[src/hw/rtl/uvc_pkg.sv]
// ----------------------------------------------------------------------------
// uvc_pkg
// Shared types and constants of the upwind vorticity cell update.
// ----------------------------------------------------------------------------
package uvc_pkg;

	localparam int FIELD_W         = 32;  // width of every value field
	localparam int COEF_W          = 32;  // Q2.30 coefficient width
	localparam int FRAC_W          = 16;  // fraction bits of a Q16.16 value
	localparam int COEF_FRAC_W     = 30;  // fraction bits of a coefficient
	localparam int VALUE_WIDTH_DEF = 32;
	localparam int VALUE_WIDTH_MIN = 16;
	localparam int VALUE_WIDTH_MAX = 32;
	localparam int CFG_IDX_W       = 8;

	localparam logic [COEF_W-1:0] COEF_RESET = 32'd10737418;  // about 0.01

	typedef enum logic [CFG_IDX_W-1:0] {
		REG_ADV_X  = 8'd0,
		REG_ADV_Y  = 8'd1,
		REG_DIFF_X = 8'd2,
		REG_DIFF_Y = 8'd3
	} cfg_reg_t;

	// per-stage load enables of the pipeline
	typedef struct packed {
		logic s1;
		logic s2;
		logic s3;
		logic s4;
		logic s5;
		logic s6;
		logic s7;
	} stage_en_t;

endpackage

[src/hw/rtl/uvc_lap_term.sv]
// ----------------------------------------------------------------------------
// uvc_lap_term
// Stages 2-3: diffusion term, Laplacian times a Q2.30 coefficient, rounded
// half away from zero to Q16.16.
// ----------------------------------------------------------------------------
module uvc_lap_term import uvc_pkg::*; #(
	parameter int VW = VALUE_WIDTH_DEF
) (
	input  logic                  clk,
	input  stage_en_t             en,
	input  logic [VW:0]           lap_mag_s1,
	input  logic                  lap_neg_s1,
	input  logic [COEF_W-1:0]     coef,
	output logic signed [VW+3:0]  term_s3
);

	localparam int MAG_W = VW + 1;
	localparam int LO_W  = (MAG_W + 1) / 2;
	localparam int HI_W  = MAG_W - LO_W;
	localparam int P_W   = MAG_W + COEF_W;
	localparam int R_W   = P_W - COEF_FRAC_W;
	localparam int T_W   = VW + 4;
	localparam logic [P_W-1:0] HALF = P_W'(1) << (COEF_FRAC_W - 1);

	logic [LO_W+COEF_W-1:0] lo_s2;
	logic [HI_W+COEF_W-1:0] hi_s2;
	logic                   neg_s2;
	logic [P_W-1:0]         sum;
	logic [R_W-1:0]         mag;

	always_ff @(posedge clk) begin
		if (en.s2) begin
			lo_s2  <= lap_mag_s1[LO_W-1:0] * coef;
			hi_s2  <= lap_mag_s1[MAG_W-1:LO_W] * coef;
			neg_s2 <= lap_neg_s1;
		end
	end

	assign sum = (P_W'(hi_s2) << LO_W) + P_W'(lo_s2) + HALF;
	assign mag = sum[P_W-1:COEF_FRAC_W];

	always_ff @(posedge clk) begin
		if (en.s3) begin
			term_s3 <= neg_s2 ? -$signed(T_W'(mag)) : $signed(T_W'(mag));
		end
	end

endmodule

[config.mk]
export PLATFORM = sky130hd
export DESIGN_NAME = uvc_lap_term
export DESIGN_NICKNAME = d
export VERILOG_FILES = /design/src/hw/rtl/uvc_pkg.sv /design/src/hw/rtl/uvc_lap_term.sv
export SDC_FILE = /design/constraint.sdc
export NUM_CORES = 2
export LEC_CHECK = 0
export BUFFER_PORTS_ARGS = -buffer_cell sky130_fd_sc_hd__clkbuf_2
export CORE_ASPECT_RATIO = 1.25
export CORE_UTILIZATION = 50
export CTS_BUF_LIST = sky130_fd_sc_hd__clkbuf_8
export DETAILED_ROUTE_END_ITERATION = 10
export PLACE_DENSITY = 0.66
export SLEW_MARGIN = 20
export SYNTH_ARGS = -nofsm -noshare
export SYNTH_HDL_FRONTEND = slang
export SYNTH_SLANG_ARGS = --single-unit
[constraint.sdc]
create_clock -name clk -period 12.1 [get_ports clk]
set_clock_uncertainty 0.2 [all_clocks]
set_input_delay 3.025 -clock clk [delete_from_list [all_inputs] [get_ports clk]]
set_output_delay 3.025 -clock clk [all_outputs]
set_load 0.01 [all_outputs]
# Word-level counts from Yosys, hierarchy flattened
# Index checks and enable logic that the tools add are counted.
[word_totals]
elab_cells = 11
input_bits = 74
ram_bits = 0
memories = 0
output_inout_bits = 36
romBits = 0
ff_bits = 134
latchBits = 0
[classes]
reduce_logical = 0
n_div = 0
mux = 1
mul = 2
n_lt_le_gt_ge = 0
n_addsub = 3
n_bitwise = 0
n_shift = 0
eq_ne = 0
[op_table]
columns = ["cell", "n"]
rows = [
  ["adder 65 x 30 -> 65 bit, second input constant", 1],
  ["adder 65 x 49 -> 65 bit", 1],
  ["multiplier 17 x 32 -> 49 bit", 1],
  ["multiplier 16 x 32 -> 48 bit", 1],
  ["negation 35 -> 36 bit", 1],
  ["2-to-1 mux 35 bit", 1],
]

# Logic depth before layout (Yosys ltp)
[depth]
word_depth = 4
mapped_depth = 27
mapped_depth_nobuf = 25

# Worst setup path before layout
# Ideal clock, no wire load.
[synth_timing]
kind = "input to register"
startpoint = "input port coef[7]"
endpoint = "register lo_s2[48] (data pin)"
slack_ns = 2.507
arrival_ns = 9.133
setup_ns = 0.260
path_buffers = 1
stages = 25
required_time_ns = 11.640
path_cell_list = "clkbuf_1 > nand2_1 > fa_1 > inv_1 > fa_1 > inv_1 > fa_1 > inv_1 > fa_1 > fa_1 > inv_1 > fa_1 > inv_1 > ha_1 > a21oi_1 > o211ai_1 > a2111oi_0 > nor2_1 > a21oi_1 > a21oi_1 > a221o_1 > a211oi_1 > o21bai_1 > a21oi_1 > xnor2_1"
[synth_via]
elab_chain_len = 1
[synth_rtl]
columns = ["item", "line_no", "rtl"]
rows = [
  ["from (decl)", "uvc_lap_term.sv:13", "input logic [COEF_W-1:0] coef,"],
  ["multiplier 17 x 32 -> 49 bit", "uvc_lap_term.sv:33", "lo_s2 <= lap_mag_s1[LO_W-1:0] * coef;"],
  ["to (signal assigned)", "uvc_lap_term.sv:33", ""],
  ["to (decl)", "uvc_lap_term.sv:25", "logic [LO_W+COEF_W-1:0] lo_s2;"],
]
# Every way passes these cells.
# A chain may end at the register's enable or synchronous reset.

# Worst setup path in the final report
[layout_timing]
startpoint = "input port coef[10]"
endpoint = "register lo_s2[48] (data pin)"
# Same word-level chain as after synthesis.

==> impl_metrics.tcl <==
set metrics [dict create \
    drc 0 \
    port_buffers 104 \
    cts_made_buffers 17 \
    ys_seq_area_share_pct 8.87 \
    hold_depth 2 \
    gp_congestion 0.870 \
    r2r_cells 13 \
    hpwl_um 77300 \
    antenna_found_initial 10 \
    grt_max_degree 78 \
    cts_tree "done" \
    reg2reg_setup_slack_ns 6.94 \
    final_cell_mix "995 x inv_1, 865 x fa_1, 736 x nand2_1" \
    hold_buffers 0 \
    fmax_mhz 94.6 \
    wl_per_cell_um 18.3 \
    r2r_end "term_s3[30]$_DFFE_PP_" \
    synth_area_sq_mm 0.0396 \
    drtIter0Drc 1467 \
    clock-sinks 117 \
    layout_commonest_cell "inv_1" \
    hold_class "flop to flop" \
    critical_path_class "primary input to flop" \
    cts_buffer_depth 2 \
    synth-edff-count 117 \
    fin_crit_sh_pct 87.3 \
    clk_latency_ns 0.46 \
    worst_slew_pin_slew_ns 1.07 \
    syn_to_final_growth_pct 4.29 \
    grt_pass1_wl_um 164000 \
    worstPathMaxFanout 33 \
    hold_start "hi_s2[47]$_DFFE_PP_" \
    utilization_pct 52.6 \
    clock-root-buffer "clkbuf_8" \
    critPathLaunchType "primary input" \
    num_io_pins 110 \
    crit_arrival_ns 10.59 \
    outcome "finished, final reports clean" \
    synthCells 4415 \
    max_cap_viol_count 0 \
    nets 5594 \
    rows 115 \
    postRouteAntennaNets 0 \
    dr_total_vias 29100 \
    rsz0062_at_grt "false" \
    synth_fp_nets 5658 \
    cts_resized 0 \
    htreeDepth 4 \
    core_area_sq_mm 0.0786 \
    track_usage_pct 26.3 \
    viasPerCell 5.37 \
    hold_violations 0 \
    cts_post_setup_buffers_inserted 0 \
    reg2reg_from "hi_s2[13]$_DFFE_PP_" \
    start_util_pct 50.4 \
    finalCriticalPeriod_ns 10.57 \
    ys.flop_type "edfxtp_1" \
    setup_viol 0 \
    firstDrtPassIters 6 \
    final_layout_size_suffix_gt1_share_pct 4.33 \
    ys_types 78 \
    final_cells 5421 \
    cp.required_ns 12.12 \
    synth_area_per_cell_sq_um 8.97 \
    grt_overflow 0 \
    wirelength_um 99200 \
    ys_ff_latch 117 \
    timing.hold.ws_ns 0.508 \
    cp-end-kind "flop" \
    holdPathEnd "term_s3[34]$_DFFE_PP_" \
    grt_pass1_vias 31400 \
    placed_cells 5385 \
    die_w_um 254 \
    cts.clk_slew.worst_paths_ns 0.06 \
    setup_tns_ns 0 \
    async_flop_share_pct 0 \
    drv_slew 0 \
    dieArea_sq_mm 0.0803 \
    maxSlewHeadroom_pct 28.5 \
    die_h_um 317 \
    yosysWarnings 0 \
]
cells by family after synthesis:
group / count (synthesis) / share of synthesized area [%]
mux: 6 / 0.152
simple gates: 1413 / 17.2
flops: 117 / 8.87
compound gates: 375 / 6.27
xor+xnor: 115 / 2.54
fa+ha+maj: 1169 / 53.3
buf+inv: 1220 / 11.6
through the flow:
stage	cell area [sq um]	setup WS [ns]
after CTS	41300	1.52
after floorplan	39600	2.51
after global routing	41300	1.12
after global placement	40900	1.17
final	41300	1.53
after detailed placement	40900	1.02
worst max-delay path, cell delays in order:
cell and delay, ns:
clkbuf_2 0.60, and2_1 0.40, fa_1 0.54, inv_1 0.05, fa_1 0.46, fa_1 0.51
inv_1 0.06, fa_1 0.49, fa_1 0.49, inv_1 0.05, fa_1 0.47, inv_1 0.04
ha_1 0.31, a21oi_1 0.19, o211ai_1 0.14, a2111oi_0 0.57, nor2_1 0.25, a21oi_1 0.35
a21oi_1 0.24, a221o_1 0.40, a211oi_1 0.35, o21bai_1 0.16, a21oi_1 0.20, xnor2_1 0.23
worst max-delay path by stage:
stage,slack (ns),depth (start not counted),end,from
finish,1.53,24,lo_s2[48]$_DFFE_PP_,coef[10]
global route,1.12,23,lo_s2[48]$_DFFE_PP_,coef[10]
CTS,1.52,24,lo_s2[48]$_DFFE_PP_,coef[10]
detailed placement,1.02,24,lo_s2[48]$_DFFE_PP_,coef[10]
global placement,1.17,24,lo_s2[48]$_DFFE_PP_,coef[10]
floorplan,2.51,25,lo_s2[48]$_DFFE_PP_,coef[7]
layer usage:
layer	vias up	track usage, %	routed length [um]
li1	13100	-	-
met1	14800	32.3	39600
met2	951	46.7	49900
met3	232	4.19	6380
met4	8	9.08	3350
met5	-	0	42
flip-flops by register name, summed over array words and instances (netlist names):
signal,cells
hi_s2,48
lo_s2,32
neg_s2,1
term_s3,36
synthesized netlist by cell type, types with 11 or more instances:
| cell type | n | area [sq um] |
|---|---|---|
| inv_1 | 995 | 3730 |
| fa_1 | 865 | 17300 |
| nand2_1 | 736 | 2760 |
| and2_1 | 424 | 2650 |
| ha_1 | 304 | 3800 |
| clkbuf_1 | 213 | 800 |
| edfxtp_1 | 117 | 3510 |
| a21oi_1 | 109 | 546 |
| xnor2_1 | 83 | 727 |
| nor2_1 | 78 | 293 |
| o21ai_0 | 67 | 335 |
| a21o_1 | 51 | 383 |
| xor2_1 | 32 | 280 |
| nand3_1 | 29 | 145 |
| nor3_1 | 26 | 130 |
| and3_1 | 22 | 138 |
| o21a_1 | 21 | 158 |
| a211oi_1 | 17 | 128 |
| nand4_1 | 15 | 93.8 |
| nor2b_1 | 15 | 93.8 |
| o211ai_1 | 13 | 97.6 |
| o21bai_1 | 12 | 90.1 |
| or3_1 | 12 | 75.1 |
| nand2b_1 | 11 | 68.8 |
| nor4_1 | 11 | 68.8 |
area by class of cell:
class | count | area, sq um
multi-input cells | 3078 | 31500
fillers | 7318 | 37300
repair buffers | 141 | 801
clock inverters | 14 | 186
diodes | 5 | 12.5
flip-flops and latches | 117 | 3510
clock buffers | 17 | 234
well taps | 1053 | 1320
inverters | 996 | 3740
Power is not shown: default switching activity piles up to over one toggle a cycle in this logic, so the estimate is an artifact.
