`src/hw/rtl/uvc_pkg.sv`:
```
// ----------------------------------------------------------------------------
// uvc_pkg
// Shared types and constants of the upwind vorticity cell update.
// ----------------------------------------------------------------------------
package uvc_pkg;

	localparam int FIELD_W         = 32;  // width of every value field
	localparam int COEF_W          = 32;  // Q2.30 coefficient width
	localparam int FRAC_W          = 16;  // fraction bits of a Q16.16 value
	localparam int COEF_FRAC_W     = 30;  // fraction bits of a coefficient
	localparam int VALUE_WIDTH_DEF = 32;
	localparam int VALUE_WIDTH_MIN = 16;
	localparam int VALUE_WIDTH_MAX = 32;
	localparam int CFG_IDX_W       = 8;

	localparam logic [COEF_W-1:0] COEF_RESET = 32'd10737418;  // about 0.01

	typedef enum logic [CFG_IDX_W-1:0] {
		REG_ADV_X  = 8'd0,
		REG_ADV_Y  = 8'd1,
		REG_DIFF_X = 8'd2,
		REG_DIFF_Y = 8'd3
	} cfg_reg_t;

	// per-stage load enables of the pipeline
	typedef struct packed {
		logic s1;
		logic s2;
		logic s3;
		logic s4;
		logic s5;
		logic s6;
		logic s7;
	} stage_en_t;

endpackage

```
`src/hw/rtl/uvc_stencil.sv`:
```
// ----------------------------------------------------------------------------
// uvc_stencil
// Stage 1: sign-extends the cell word, picks the upwind differences and forms
// the two Laplacians, all as magnitude plus sign.
// ----------------------------------------------------------------------------
module uvc_stencil import uvc_pkg::*; #(
	parameter int VW = VALUE_WIDTH_DEF
) (
	input  logic                clk,
	input  stage_en_t           en,
	input  logic [FIELD_W-1:0]  vort_center,
	input  logic [FIELD_W-1:0]  vort_west,
	input  logic [FIELD_W-1:0]  vort_east,
	input  logic [FIELD_W-1:0]  vort_south,
	input  logic [FIELD_W-1:0]  vort_north,
	input  logic [FIELD_W-1:0]  vel_x,
	input  logic [FIELD_W-1:0]  vel_y,
	input  logic                solid_cell,
	output logic signed [VW-1:0] c_s1,
	output logic [VW-1:0]       vel_x_mag_s1,
	output logic [VW-1:0]       vel_y_mag_s1,
	output logic [VW-1:0]       dif_x_mag_s1,
	output logic [VW-1:0]       dif_y_mag_s1,
	output logic                adv_x_neg_s1,
	output logic                adv_y_neg_s1,
	output logic [VW:0]         lap_x_mag_s1,
	output logic [VW:0]         lap_y_mag_s1,
	output logic                lap_x_neg_s1,
	output logic                lap_y_neg_s1,
	output logic                solid_s1
);

	localparam int DW    = VW + 1;  // difference width
	localparam int LAP_W = VW + 2;  // Laplacian width

	logic signed [VW-1:0]    c, w, e, s, n, ux, uy;
	logic                    ux_pos, uy_pos;
	logic signed [DW-1:0]    dx, dy;
	logic signed [LAP_W-1:0] lx, ly;

	assign c  = $signed(vort_center[VW-1:0]);
	assign w  = $signed(vort_west[VW-1:0]);
	assign e  = $signed(vort_east[VW-1:0]);
	assign s  = $signed(vort_south[VW-1:0]);
	assign n  = $signed(vort_north[VW-1:0]);
	assign ux = $signed(vel_x[VW-1:0]);
	assign uy = $signed(vel_y[VW-1:0]);

	// zero velocity takes the forward difference
	assign ux_pos = !ux[VW-1] && (|ux);
	assign uy_pos = !uy[VW-1] && (|uy);

	assign dx = ux_pos ? (DW'(c) - DW'(w)) : (DW'(e) - DW'(c));
	assign dy = uy_pos ? (DW'(c) - DW'(s)) : (DW'(n) - DW'(c));

	assign lx = LAP_W'(e) + LAP_W'(w) - (LAP_W'(c) <<< 1);
	assign ly = LAP_W'(n) + LAP_W'(s) - (LAP_W'(c) <<< 1);

	always_ff @(posedge clk) begin
		if (en.s1) begin
			c_s1         <= c;
			vel_x_mag_s1 <= ux[VW-1] ? VW'(-ux) : VW'(ux);
			vel_y_mag_s1 <= uy[VW-1] ? VW'(-uy) : VW'(uy);
			dif_x_mag_s1 <= dx[DW-1] ? VW'(-dx) : VW'(dx);
			dif_y_mag_s1 <= dy[DW-1] ? VW'(-dy) : VW'(dy);
			adv_x_neg_s1 <= ux[VW-1] ^ dx[DW-1];
			adv_y_neg_s1 <= uy[VW-1] ^ dy[DW-1];
			lap_x_mag_s1 <= lx[LAP_W-1] ? (VW+1)'(-lx) : (VW+1)'(lx);
			lap_y_mag_s1 <= ly[LAP_W-1] ? (VW+1)'(-ly) : (VW+1)'(ly);
			lap_x_neg_s1 <= lx[LAP_W-1];
			lap_y_neg_s1 <= ly[LAP_W-1];
			solid_s1     <= solid_cell;
		end
	end

endmodule

```
`config.mk`:
```
export PLATFORM = sky130hd
export DESIGN_NAME = uvc_stencil
export DESIGN_NICKNAME = d
export VERILOG_FILES = /design/src/hw/rtl/uvc_pkg.sv /design/src/hw/rtl/uvc_stencil.sv
export SDC_FILE = /design/constraint.sdc
export NUM_CORES = 1
export LEC_CHECK = 0
export BUFFER_PORTS_ARGS = -buffer_cell sky130_fd_sc_hd__buf_2
export CAP_MARGIN = 25
export CORE_MARGIN = 2
export CORE_UTILIZATION = 53
export DETAILED_ROUTE_END_ITERATION = 12
export GPL_ROUTABILITY_DRIVEN = 0
export PLACE_DENSITY = 0.91
export SLEW_MARGIN = 25
export SYNTH_ARGS = -nofsm -noshare
export SYNTH_HDL_FRONTEND = slang
export SYNTH_SLANG_ARGS = --single-unit
```
`constraint.sdc`:
```
create_clock -name clk -period 5.67 [get_ports clk]
set_clock_uncertainty 0.15 [all_clocks]
set_input_delay 1.4175 -clock clk [delete_from_list [all_inputs] [get_ports clk]]
set_output_delay 1.4175 -clock clk [all_outputs]
set_load 0.05 [all_outputs]
```
# [Word-level counts from Yosys, hierarchy flattened]
# Cells that the tools add are included.
# W data, S select, Z words.
[totals] ff_bits=231 out_inout_bits=231 word_cells=44
[classes] add_sub_neg=14 muxes=8 bitwise_logic=2 reduce_logical=6
[op_table] cell="$mux W33" n=4
[op_table] cell="$sub A32 B32 Y33" n=4
[op_table] cell="$neg A32 Y32" n=4
[op_table] cell="$sub A33 B33 Y34" n=2
[op_table] cell="$add A32 B32 Y33" n=2
[op_table] cell="$neg A33 Y33" n=2
[op_table] cell="$mux W32" n=2
[op_table] cell="$reduce_or A32 Y1" n=2
[op_table] cell="$mux W31" n=2
[op_table] cell="$logic_and A1 B1 Y1" n=2
[op_table] cell="$logic_not A1 Y1" n=2
[op_table] cell="$xor A1 B1 Y1" n=2

# [Depth between registers and ports, before layout]
[logic_depth] word_depth=5 ltp_mapped=18 mapped_depth_nobuf=16

# [Least setup slack after synthesis]
# No wires, ideal clock.
[synth_path] kind="input to register" from="input vel_y[23]" to="register dif_y_mag_s1[30] (data pin)" setup_ns=0.264 t_arrival_ns=5.526 path_slack_ns=-0.270 cell_stages=14 path_cell_list="or4_1 -> or4b_4 -> o41ai_4 -> buf_2 -> buf_1 -> buf_1 -> mux2i_1 -> ha_1 -> a21boi_0 -> o21a_1 -> and3_1 -> nor4b_4 -> a31oi_1 -> xnor2_1"
[synth_via] elab_chain_cells=5
[synth_rtl] item="start: declaration" line_no="uvc_stencil.sv:17" source="input logic [FIELD_W-1:0] vel_y,"
[synth_rtl] item="$reduce_or A32 Y1 *" line_no="uvc_stencil.sv:51" source="assign uy_pos = !uy[VW-1] && (|uy);"
[synth_rtl] item="$logic_and A1 B1 Y1 *" line_no="uvc_stencil.sv:51"
[synth_rtl] item="$mux W33 *" line_no="uvc_stencil.sv:54" source="assign dy = uy_pos ? (DW'(c) - DW'(s)) : (DW'(n) - DW'(c));"
[synth_rtl] item="$neg A32 Y32" line_no="uvc_stencil.sv:65" source="dif_y_mag_s1 <= dy[DW-1] ? VW'(-dy) : VW'(dy);"
[synth_rtl] item="$mux W32 *" line_no="uvc_stencil.sv:65"
[synth_rtl] item="end signal: assignment" line_no="uvc_stencil.sv:65"
[synth_rtl] item="end: declaration" line_no="uvc_stencil.sv:23" source="output logic [VW-1:0] dif_y_mag_s1,"
# Every way passes the cells marked *; elsewhere a longest branch is shown, timed or not.
# A chain may end at the register's enable or synchronous reset.

# [Worst setup path after layout]
[layout_path] from="input vort_center[1]" to="register lap_y_mag_s1[28] (data pin)"
[layout_via] elab_chain_cells=3
[layout_rtl] item="start: declaration" line_no="uvc_stencil.sv:11" source="input logic [FIELD_W-1:0] vort_center,"
[layout_rtl] item="$sub A33 B33 Y34 *" line_no="uvc_stencil.sv:57" source="assign ly = LAP_W'(n) + LAP_W'(s) - (LAP_W'(c) <<< 1);"
[layout_rtl] item="$neg A33 Y33" line_no="uvc_stencil.sv:69" source="lap_y_mag_s1 <= ly[LAP_W-1] ? (VW+1)'(-ly) : (VW+1)'(ly);"
[layout_rtl] item="$mux W33 *" line_no="uvc_stencil.sv:69"
[layout_rtl] item="end signal: assignment" line_no="uvc_stencil.sv:69"
[layout_rtl] item="end: declaration" line_no="uvc_stencil.sv:27" source="output logic [VW:0] lap_y_mag_s1,"
# Marked as above.

==> reports/metrics.cfg <==
[min_path]
holdPathStages = 1
worstHoldPathType = input pin to flip-flop
hold_end = solid_s1
min-delay-start = solid_cell

[timing]
hold_viol = 0
timing.final.ws_setup_ns = 0.2229
rsz0062_at_grt = no
fin_crit_ns = 5.447
fmax_ghz = 0.1836
worstMarginPinSlew_ns = 0.8537
drv_slew = 0
period_share = 0.9607
max-slew-margin-rel = 0.4161
finalSetupViolations = 0

[floorplan]
die_h_um = 221.0
core_area_mm2 = 0.04656
die_area_mm2 = 0.04884
num_rows = 79
die_w_um = 221.0
floorplan.initialDensity = 0.5361
io_pins = 464

[clock_network]
cts_buffer_depth = 3
clk_pin_slew_ns = 0.07
cts_made_buffers = 27
cts_setup_buffers = 0
clock-sinks = 231
cts.htree.levels = 1
clock_tree.root_cell = clkbuf_16
holdBufCountCts = 0
cts_tree = done

[layout]
layout_common_cells = 456 x buf_2, 368 x inv_1, 235 x a21oi_1
postLayoutCoreUtil = 0.6536
area_growth_pct = 21.91
layout-drive-gt1-share = 0.2215
final_common_cell = buf_2
design_area_mm2 = 0.03043
nets = 4010

[synthesis]
synth-seq-cells = 231
synth-edff-count = 231
synth.yosys.seq_area_share = 0.2779
syn_area_per_cell_um2 = 8.678
syn-num-nets = 3379
yosysUniqueCellTypes = 91
synth-main-ff-cell = edfxtp_1
yosysWarnings = 0
synthCells = 2876
synth_area_mm2 = 0.02496
async_flop_share = 0

[setup_path]
crit_slowest_cell = or4b_1
critPathBufInv = 3
cp_cell_sequence = buf_2, fa_1, inv_1, ha_1, nor2b_1, o31a_1, o21a_1, o41a_1, a211oi_1, or4b_1, nor4_2, buf_4, nand4_1, or3_1, o21ai_0, xnor2_1
critPathTopFamily = simple AND/OR/NAND/NOR gates
end_kind = flip-flop
crit_type = input pin to flip-flop
crit_arrival_ns = 5.62
slowest_delay_ns = 0.54
critPathLaunchType = input pin
critPathMaxFanout = 3
cp_data_required_time_ns = 5.85

[outcome]
outcome = complete, no violations

[global_route]
antenna_found_initial = 11
grt_pass1_vias = 23740
gr-usage-all-layers = 0.3185
grt.overflow.total = 0
grt_pass1_wl_um = 124800
grt_max_degree = 103

[drt]
drt-initial-drc-count = 2941
detail_route.first_pass.iterations = 8
wl_per_cell_um = 19.51
drc = 0
avgViaCountPerCell = 6.039
wirelength_um = 80850
ant_nets = 0
via_count = 25020

[power_and_ir_drop]
p_seq_frac = 0.249
total_power_w = 0.01064
swShare = 0.4663
power_density_mw_per_mm2 = 349.7
p_leak_nw = 13.97
p_int_w = 0.005679
vdd_drop_max_uv = 401.1
p_switching_w = 0.004962
pwr-share-clk = 0.169
p_comb_frac = 0.582

[placed_design]
post-place-ws_ns = -0.3415
dp_hpwl_um = 65310
io_buffers = 457
dpl_cell_area_mm2 = 0.02951

[run]
max_cap_violations = 0

==> through the flow <==
| step | hold slack (ns) | setup TNS [ns] | instances |
|---|---|---|---|
| after detailed placement | 1.459 | -5.202 | 4085 |
| after floorplan | 1.366 | 0 | 2876 |
| final | 0.8726 | 0 | 4143 |
| after global routing | 0.8609 | 0 | 4142 |
| after global placement | 1.463 | -2.067 | 4085 |
| after CTS | 0.8507 | 0 | 4133 |
==> timing repair <==
| item | in CTS | in global routing |
|---|---|---|
| hold endpoints to repair | 0 | 0 |
| setup endpoints to repair | 0 | 1 |
| resized for setup | 0 | 1 |
==> worst max path at each step <==
stage                        start          endpoint  slack (ns)  depth (start not counted)
finish              vort_center[1]  lap_y_mag_s1[28]        0.22                         16
global route        vort_center[1]  lap_y_mag_s1[28]        0.04                         16
CTS                 vort_center[1]  lap_y_mag_s1[28]        0.27                         16
detailed placement  vort_center[1]  lap_y_mag_s1[28]       -0.34                         16
global placement    vort_center[1]  lap_y_mag_s1[28]       -0.23                         16
floorplan            vort_south[2]  lap_y_mag_s1[27]        0.03                         15
==> area by class of cell <==
type                            count  area, um^2
Tap cell                          607       759.5
Antenna cell                       10       25.02
Fill cell                        3633       16130
Inverter                          369        1385
Clock inverter                     19       210.2
Multi-Input combinational cell   2190       16320
Clock buffer                       29       683.2
Sequential cell                   231        6937
Timing Repair Buffer              688        4106
==> sequential cells by signal, indices dropped and copies added (netlist names) <==
name and cells:
lap_x_mag_s1 33, lap_y_mag_s1 33, c_s1 32, dif_x_mag_s1 32
dif_y_mag_s1 32, vel_x_mag_s1 32, vel_y_mag_s1 32, adv_x_neg_s1 1
adv_y_neg_s1 1, lap_x_neg_s1 1, lap_y_neg_s1 1, solid_s1 1
==> metal layers <==
| metal | share of wire | global-route usage |
|---|---|---|
| met1 | 0.39 | 0.4069 |
| met5 | 0.00036 | 0 |
| met3 | 0.099 | 0.04807 |
| met4 | 0.053 | 0.1442 |
| met2 | 0.46 | 0.5335 |
==> kinds of logic after synthesis <==
group,Yosys count,synth area share
XOR/XNOR,336,0.1179
AO/OA/AOI/OAI,841,0.2206
multiplexers,33,0.01328
buffers and inverters,455,0.06893
flip-flops,231,0.2779
AND/OR/NAND/NOR,710,0.1456
adder cells (fa/ha/maj),270,0.1558
==> synth_stat cells, drive strengths merged, types with 48 or more instances <==
cell type	count	area, um^2
a21o	81	608.1
ha	202	2527
clkbuf	76	285.3
nand2	187	701.9
nor3	51	255.2
edfxtp	231	6937
nor2	160	600.6
xnor2	229	2006
xor2	107	937.2
a21oi	235	1176
o21ai	175	875.8
inv	368	1381
fa	68	1361
nand3	48	240.2
==> power by group through the flow <==
stage	Clock (W)	Sequential (W)	Combinational [W]
global route	0.00188	0.00269	0.00663
CTS	0.00182	0.00266	0.00612
floorplan	0	0.00418	0.00276
global placement	0	0.00267	0.00594
detailed placement	0	0.00268	0.00607
finish	0.00179	0.00265	0.00620
Note: power is estimated with default switching activity, not from simulation.
